### src/rtl/core/sapq_pkg.sv
`default_nettype none

package sapq_pkg;

    localparam int unsigned DEPTH_DEF = 16;
    localparam int unsigned DATA_W    = 32;
    localparam int unsigned OCC_W     = 5;

    typedef enum logic [1:0] {
        OP_INSERT    = 2'd0,
        OP_DELETE    = 2'd1,
        OP_PEEK_MAX  = 2'd2,
        OP_PEEK_MIN  = 2'd3
    } op_t;

    typedef enum logic [1:0] {
        ST_OK       = 2'd0,
        ST_OVERFLOW = 2'd1,
        ST_EMPTY    = 2'd2
    } status_t;

    typedef struct packed {
        op_t                       operation;
        logic signed [DATA_W-1:0]  value;
    } req_t;

    typedef struct packed {
        logic signed [DATA_W-1:0]  result_value;
        status_t                   status;
        logic [OCC_W-1:0]          occupancy;
    } rsp_t;

    // broadcast to every cell
    typedef struct packed {
        logic                      ins;
        logic                      del;
        logic signed [DATA_W-1:0]  value;
    } cell_cmd_t;

    // what a cell shows its neighbours
    typedef struct packed {
        logic                      take;
        logic                      valid;
        logic signed [DATA_W-1:0]  entry;
    } cell_link_t;

endpackage

`default_nettype wire

### src/rtl/core/sapq_cell.sv
`default_nettype none

module sapq_cell (
    input  wire logic                 clk,
    input  wire logic                 rst_n,
    input  wire sapq_pkg::cell_cmd_t  cmd,
    input  wire sapq_pkg::cell_link_t left,
    input  wire sapq_pkg::cell_link_t right,
    output sapq_pkg::cell_link_t      link
);

    logic                                  valid_reg;
    logic                                  valid_next;
    logic signed [sapq_pkg::DATA_W-1:0]    entry_reg;
    logic signed [sapq_pkg::DATA_W-1:0]    entry_next;
    logic                                  take;

    // slot is free or the new word outranks what it holds
    assign take = !valid_reg || (cmd.value > entry_reg);

    always_comb
    begin
        entry_next = entry_reg;
        valid_next = valid_reg;
        if (cmd.ins)
        begin
            valid_next = valid_reg | left.valid;
            if (left.take)
            begin
                entry_next = left.entry;
            end
            else if (take)
            begin
                entry_next = cmd.value;
            end
        end
        else if (cmd.del)
        begin
            valid_next = right.valid;
            entry_next = right.entry;
        end
    end

    always_ff @(posedge clk or negedge rst_n)
    begin
        if (!rst_n)
        begin
            valid_reg <= 1'b0;
        end
        else
        begin
            valid_reg <= valid_next;
        end
    end

    always_ff @(posedge clk)
    begin
        entry_reg <= entry_next;
    end

    assign link.take  = take;
    assign link.valid = valid_reg;
    assign link.entry = entry_reg;

endmodule

`default_nettype wire

### src/rtl/core/sorted_array_priority_queue_unit.sv
`default_nettype none

// Bounded priority queue of signed 32-bit words held in descending order in a
// row of DEPTH cells. Every cell compares the incoming word against its own
// entry at once, so an insert, delete or peek is taken each clock cycle and
// its response appears in the output register on the next cycle; one word
// per cycle is sustained while the response side keeps up. Equal words leave
// in arrival order. The smallest entry is tracked in a separate tail register
// so peek-smallest needs no search. Storage starts empty after reset with no
// clearing pass.

module sorted_array_priority_queue_unit #(
    parameter int unsigned DEPTH = sapq_pkg::DEPTH_DEF
) (
    input  wire logic          clk,
    input  wire logic          rst_n,
    input  wire logic          req_valid,
    output logic               req_ready,
    input  wire sapq_pkg::req_t req,
    output logic               rsp_valid,
    input  wire logic          rsp_ready,
    output sapq_pkg::rsp_t     rsp
);

    localparam int unsigned CNT_W = $clog2(DEPTH + 1);

    sapq_pkg::cell_cmd_t                   cmd;
    sapq_pkg::cell_link_t                  links [DEPTH];
    sapq_pkg::cell_link_t                  edge_left;
    sapq_pkg::cell_link_t                  edge_right;

    logic [CNT_W-1:0]                      count_reg;
    logic [CNT_W-1:0]                      count_next;
    logic signed [sapq_pkg::DATA_W-1:0]    tail_reg;
    logic signed [sapq_pkg::DATA_W-1:0]    tail_next;
    logic                                  rsp_valid_reg;
    logic                                  rsp_valid_next;
    sapq_pkg::rsp_t                        rsp_reg;
    sapq_pkg::rsp_t                        rsp_next;

    logic accept;
    logic empty;
    logic full;

    assign req_ready = !rsp_valid_reg || rsp_ready;
    assign accept    = req_valid && req_ready;
    assign empty     = !links[0].valid;
    assign full      = (count_reg == CNT_W'(DEPTH));

    always_comb
    begin
        cmd.ins        = 1'b0;
        cmd.del        = 1'b0;
        cmd.value      = req.value;
        count_next     = count_reg;
        tail_next      = tail_reg;
        rsp_next       = rsp_reg;
        rsp_valid_next = rsp_valid_reg && !rsp_ready;
        if (accept)
        begin
            rsp_valid_next        = 1'b1;
            rsp_next.result_value = '0;
            rsp_next.status       = sapq_pkg::ST_OK;
            case (req.operation)
                sapq_pkg::OP_INSERT:
                begin
                    if (full)
                    begin
                        rsp_next.status = sapq_pkg::ST_OVERFLOW;
                    end
                    else
                    begin
                        cmd.ins    = 1'b1;
                        count_next = count_reg + CNT_W'(1);
                        // new word goes last unless it beats the tail
                        if (empty || !(req.value > tail_reg))
                        begin
                            tail_next = req.value;
                        end
                    end
                end
                sapq_pkg::OP_DELETE:
                begin
                    if (empty)
                    begin
                        rsp_next.status = sapq_pkg::ST_EMPTY;
                    end
                    else
                    begin
                        cmd.del               = 1'b1;
                        count_next            = count_reg - CNT_W'(1);
                        rsp_next.result_value = links[0].entry;
                    end
                end
                sapq_pkg::OP_PEEK_MAX:
                begin
                    if (empty)
                    begin
                        rsp_next.status = sapq_pkg::ST_EMPTY;
                    end
                    else
                    begin
                        rsp_next.result_value = links[0].entry;
                    end
                end
                sapq_pkg::OP_PEEK_MIN:
                begin
                    if (empty)
                    begin
                        rsp_next.status = sapq_pkg::ST_EMPTY;
                    end
                    else
                    begin
                        rsp_next.result_value = tail_reg;
                    end
                end
                default:
                begin
                    rsp_next.status = sapq_pkg::ST_EMPTY;
                end
            endcase
            rsp_next.occupancy = sapq_pkg::OCC_W'(count_next);
        end
    end

    always_ff @(posedge clk or negedge rst_n)
    begin
        if (!rst_n)
        begin
            count_reg     <= '0;
            rsp_valid_reg <= 1'b0;
        end
        else
        begin
            count_reg     <= count_next;
            rsp_valid_reg <= rsp_valid_next;
        end
    end

    always_ff @(posedge clk)
    begin
        tail_reg <= tail_next;
        rsp_reg  <= rsp_next;
    end

    // head cell sees a full, non-displacing neighbour; tail cell an empty one
    assign edge_left.take   = 1'b0;
    assign edge_left.valid  = 1'b1;
    assign edge_left.entry  = '0;
    assign edge_right.take  = 1'b1;
    assign edge_right.valid = 1'b0;
    assign edge_right.entry = '0;

    for (genvar i = 0; i < DEPTH; i++)
    begin : g_cell
        sapq_pkg::cell_link_t left_link;
        sapq_pkg::cell_link_t right_link;

        if (i == 0)
        begin : g_first
            assign left_link = edge_left;
        end
        else
        begin : g_mid_l
            assign left_link = links[i-1];
        end

        if (i == DEPTH - 1)
        begin : g_last
            assign right_link = edge_right;
        end
        else
        begin : g_mid_r
            assign right_link = links[i+1];
        end

        sapq_cell u_cell (
            .clk   (clk),
            .rst_n (rst_n),
            .cmd   (cmd),
            .left  (left_link),
            .right (right_link),
            .link  (links[i])
        );
    end

    assign rsp_valid = rsp_valid_reg;
    assign rsp       = rsp_reg;

endmodule

`default_nettype wire

### config.mk
export PLATFORM = sky130hd
export DESIGN_NAME = sorted_array_priority_queue_unit
export DESIGN_NICKNAME = d
export VERILOG_FILES = /design/src/rtl/core/sapq_pkg.sv /design/src/rtl/core/sapq_cell.sv /design/src/rtl/core/sorted_array_priority_queue_unit.sv
export SDC_FILE = /design/constraint.sdc
export NUM_CORES = 2
export LEC_CHECK = 0
export BUFFER_PORTS_ARGS = -buffer_cell sky130_fd_sc_hd__clkbuf_2
export CAP_MARGIN = 15
export CORE_ASPECT_RATIO = 0.5
export CORE_MARGIN = 2
export CORE_UTILIZATION = 40
export DETAILED_ROUTE_END_ITERATION = 7
export HOLD_SLACK_MARGIN = 0.03
export SLEW_MARGIN = 10
export SYNTH_ARGS = -nofsm -noshare
export SYNTH_HDL_FRONTEND = slang
export SYNTH_SLANG_ARGS = --single-unit
### constraint.sdc
create_clock -name clk -period 13.4 [get_ports clk]
set_input_delay 0 -clock clk [delete_from_list [all_inputs] [get_ports clk]]
set_output_delay 0 -clock clk [all_outputs]
set_load 0.02 [all_outputs]
==> qor.csv <==
stage,metric,value,unit
timing,hold_violations,0,
power,power_leakage,20.2,nW
cts,clk_pin_slew,0.07,ns
timing,finClkSkew,0.0287,ns
synthesis,syn_nets,4969,
drt,routed_via_density,6.10,
synthesis,synth_edf_count,583,
placement,gp_congestion,0.910,
grt,grt_max_degree,178,
drt,post_drt_wl_per_cell,24.1,microns
power,swShare,34.8,%
floorplan,ios,79,
layout,nets,4971,
run_status,run_status,finished clean,
cts,hold_buffers,40,
grt,grt_usage,24.6,%
critical_path,crit_path_top_delay_cell,buf_4,
timing,tns,0,ns
floorplan,die_x,475,microns
hold_path,min_path_type,input port to asynchronous set/reset pin,
synthesis,synth_top_flop_cell,edfxtp_1,
critical_path,cp.required,13.80,ns
synthesis,synth_area,44400,sq um
drt,detail-route-antenna-nets,0,
critical_path,crit_path_end_kind,flop,
floorplan,start_util,40.4,%
critical_path,worstSetupStartpointType,flop,
synthesis,synthCells,4381,
placement,dp_hpwl,103000,microns
critical_path,startpoint,count_reg[0],
cts,root_buffer,clkbuf_16,
floorplan,dieArea,114000,sq um
power,p_seq_share,41.0,%
synthesis,synth_area_per_cell,10.1,sq um
critical_path,regToRegEndpoint,g_cell[6].u_cell.entry_reg[14],
power,power.switching,2.06,mW
power,internal_power,3.87,mW
critical_path,max_stage_delay,1.01,ns
critical_path,cpMostUsedCell,buf_4,
cts,ctsResizeCount,0,
grt,antenna_found_initial,1,
timing,finalCritPeriodShare,35.9,%
grt,overflow,0,
power,combPwrFrac,27.3,%
cts,cts_max_level,3,
timing,holdWs,0.388,ns
drt,via_count,36200,
timing,setup_viol,0,
power,power,5.94,mW
synthesis,yosysWarnings,0,
power,clkPwrFrac,31.6,%
drt,drtIter0Drc,4237,
synthesis,synth_cell_types,70,
critical_path,arrival,5.20,ns
critical_path,worstPathCellList,inv_1 > ha_1 > and3_1 > nor2_2 > buf_4 > nand2_4 > buf_4 > buf_12 > nor3_1 > a221o_1,
timing,fmax,208,MHz
placement,postPlaceCellArea,46100,sq um
timing,fin_crit,4.80,ns
placement,portBuffers,78,
cts,cts.sinks,605,
floorplan,die_h,240,microns
timing,rsz0062_at_grt,no,
synthesis,synth-seq-cells,605,
critical_path,reg2reg_slack,8.60,ns
critical_path,endpoint,g_cell[6].u_cell.entry_reg[14],
critical_path,reg2reg_from,count_reg[0],
layout,area_growth,9.84,%
drt,drt_pass1_iterations,6,
layout,largest_reg_flops,512,
critical_path,critPathKind,flop to flop,
synthesis,ys_seq_area_share,40.7,%
cts,numCtsBuffers,68,
grt,grt_first_pass_wirelength,214000,microns
timing,final_max_slew_viol_count,0,
layout,drive_gt1_share,16.1,%
layout,final_cell_area,48800,sq um
critical_path,worst-path-max-fanout,177,
power,vdd_ir_drop_max,0.102,mV
cts,clk_latency,0.66,ns
flow_run,drv_cap,0,
critical_path,ff2ff_path_depth,10,
drt,drc_errors,0,
timing,worstMarginPinSlew,1.18,ns
drt,drt-total-wl,143000,microns
floorplan,num_rows,86,
grt,grt_pass1_vias,34700,
timing,relSlewSlack,21.2,%
synthesis,async_flop_share,3.64,%
floorplan,core,110000,sq um
cts,cts_tree,yes,
layout,final.fill_count,10300,
cts,postCtsSetupRepairBufs,0,
cts,cts.path.max_buffers,3,
power,cellPowerDensity,122,nW/um^2
## worst max-delay path, delay by kind of cell (launching register included)
kind                       cells  cell delay, ns
and+or+nand+nor                4            1.23
DFF                            1            0.43
AOI/OAI and AO/OA              1            0.30
adders and majority gates      1            0.22
buffers and inverters          4            2.16
## cell usage after synthesis (all sizes together), types with 54 or more instances
library cell | count | area (sq um)
a21o | 79 | 593
a21oi | 477 | 3170
a22oi | 286 | 3180
and3 | 54 | 338
buf | 111 | 888
clkbuf | 157 | 589
edfxtp | 583 | 17500
ha | 550 | 6880
inv | 564 | 2120
nand2 | 394 | 1480
nand3 | 223 | 1120
nand4 | 105 | 657
nor2 | 150 | 563
o21ai | 80 | 400
o221ai | 155 | 1360
## routing by layer
| layer | up-vias | GRT usage, % | share of wire, % | wire, microns |
|---|---|---|---|---|
| li1 | 16400 | - | - | - |
| met2 | 1737 | 35.4 | 41 | 59200 |
| met5 | - | 0 | 0 | 0 |
| met3 | 212 | 4.53 | 9.3 | 13300 |
| met1 | 17800 | 36.8 | 46 | 65700 |
| met4 | 0 | 7.65 | 3.2 | 4620 |
## through the flow
stage / instances / worst slack [ns] / util, %
floorplan: 4381 / 8.92 / -
global placement: 5763 / 8.81 / 41.9
detailed placement: 5763 / 8.70 / 41.9
CTS: 5927 / 8.66 / 44.2
global route: 5933 / 8.33 / 44.3
finish: 5934 / 8.60 / 44.3
## kinds of logic (layout without fill, tap and decap cells)
| logic type | Yosys count | after routing | synth area share [%] |
|---|---|---|---|
| flops | 605 | 605 | 40.7 |
| buf+inv | 832 | 888 | 8.09 |
| other cells | 0 | 1 | 0 |
| fa+ha+maj | 550 | 550 | 15.5 |
| xor+xnor | 1 | 1 | 0.0197 |
| compound gates | 1288 | 1288 | 23.5 |
| mux | 39 | 39 | 0.882 |
| simple gates | 1066 | 1066 | 11.3 |
## layout make-up
class                      instances  area, sq um  area share, %
antenna                            1         2.50        0.00513
tap                             1496         1870           3.84
timing repair buffer             200         1540           3.15
multi-input combinational       2944        23100           47.3
clock inverter                    28          179          0.367
inverter                         564         2120           4.34
clock buffer                      96         1940           3.98
sequential                       605        18100           37.0
## power by group through the flow
stage               clock network [mW]  logic [mW]  registers, mW
floorplan                            0        1.14           2.44
global placement                     0        1.52           2.47
detailed placement                   0        1.57           2.47
CTS                               1.90        1.59           2.43
global route                      1.97        1.76           2.45
finish                            1.88        1.62           2.44
## how the worst min path moves through the flow
stage | slack (ns) | cells past startpoint | endpoint | start
6_report | 0.39 | 4 | count_reg[2] | rst_n
5_1_grt | 0.39 | 2 | tail_reg[0] | req[0]
4_1_cts | 0.35 | 4 | count_reg[4] | rst_n
3_5_place_dp | 0.07 | 1 | rsp_valid | rst_n
3_3_place_gp | 0.05 | 1 | rsp_valid | rst_n
2_1_floorplan | -0.30 | 0 | count_reg[0] | rst_n
## placed cells by master, fill, tap and decap left out, types with 105 or more instances in the layout
master / n
ha_1: 550
a21oi_1: 262
nor2_1: 145
nand4_1: 105
edfxtp_1: 583
a22oi_2: 207
inv_1: 562
a21oi_2: 209
nand2_1: 391
nand3_1: 223
o221ai_1: 155
No activity file was read; power rests on OpenSTA's default activity.
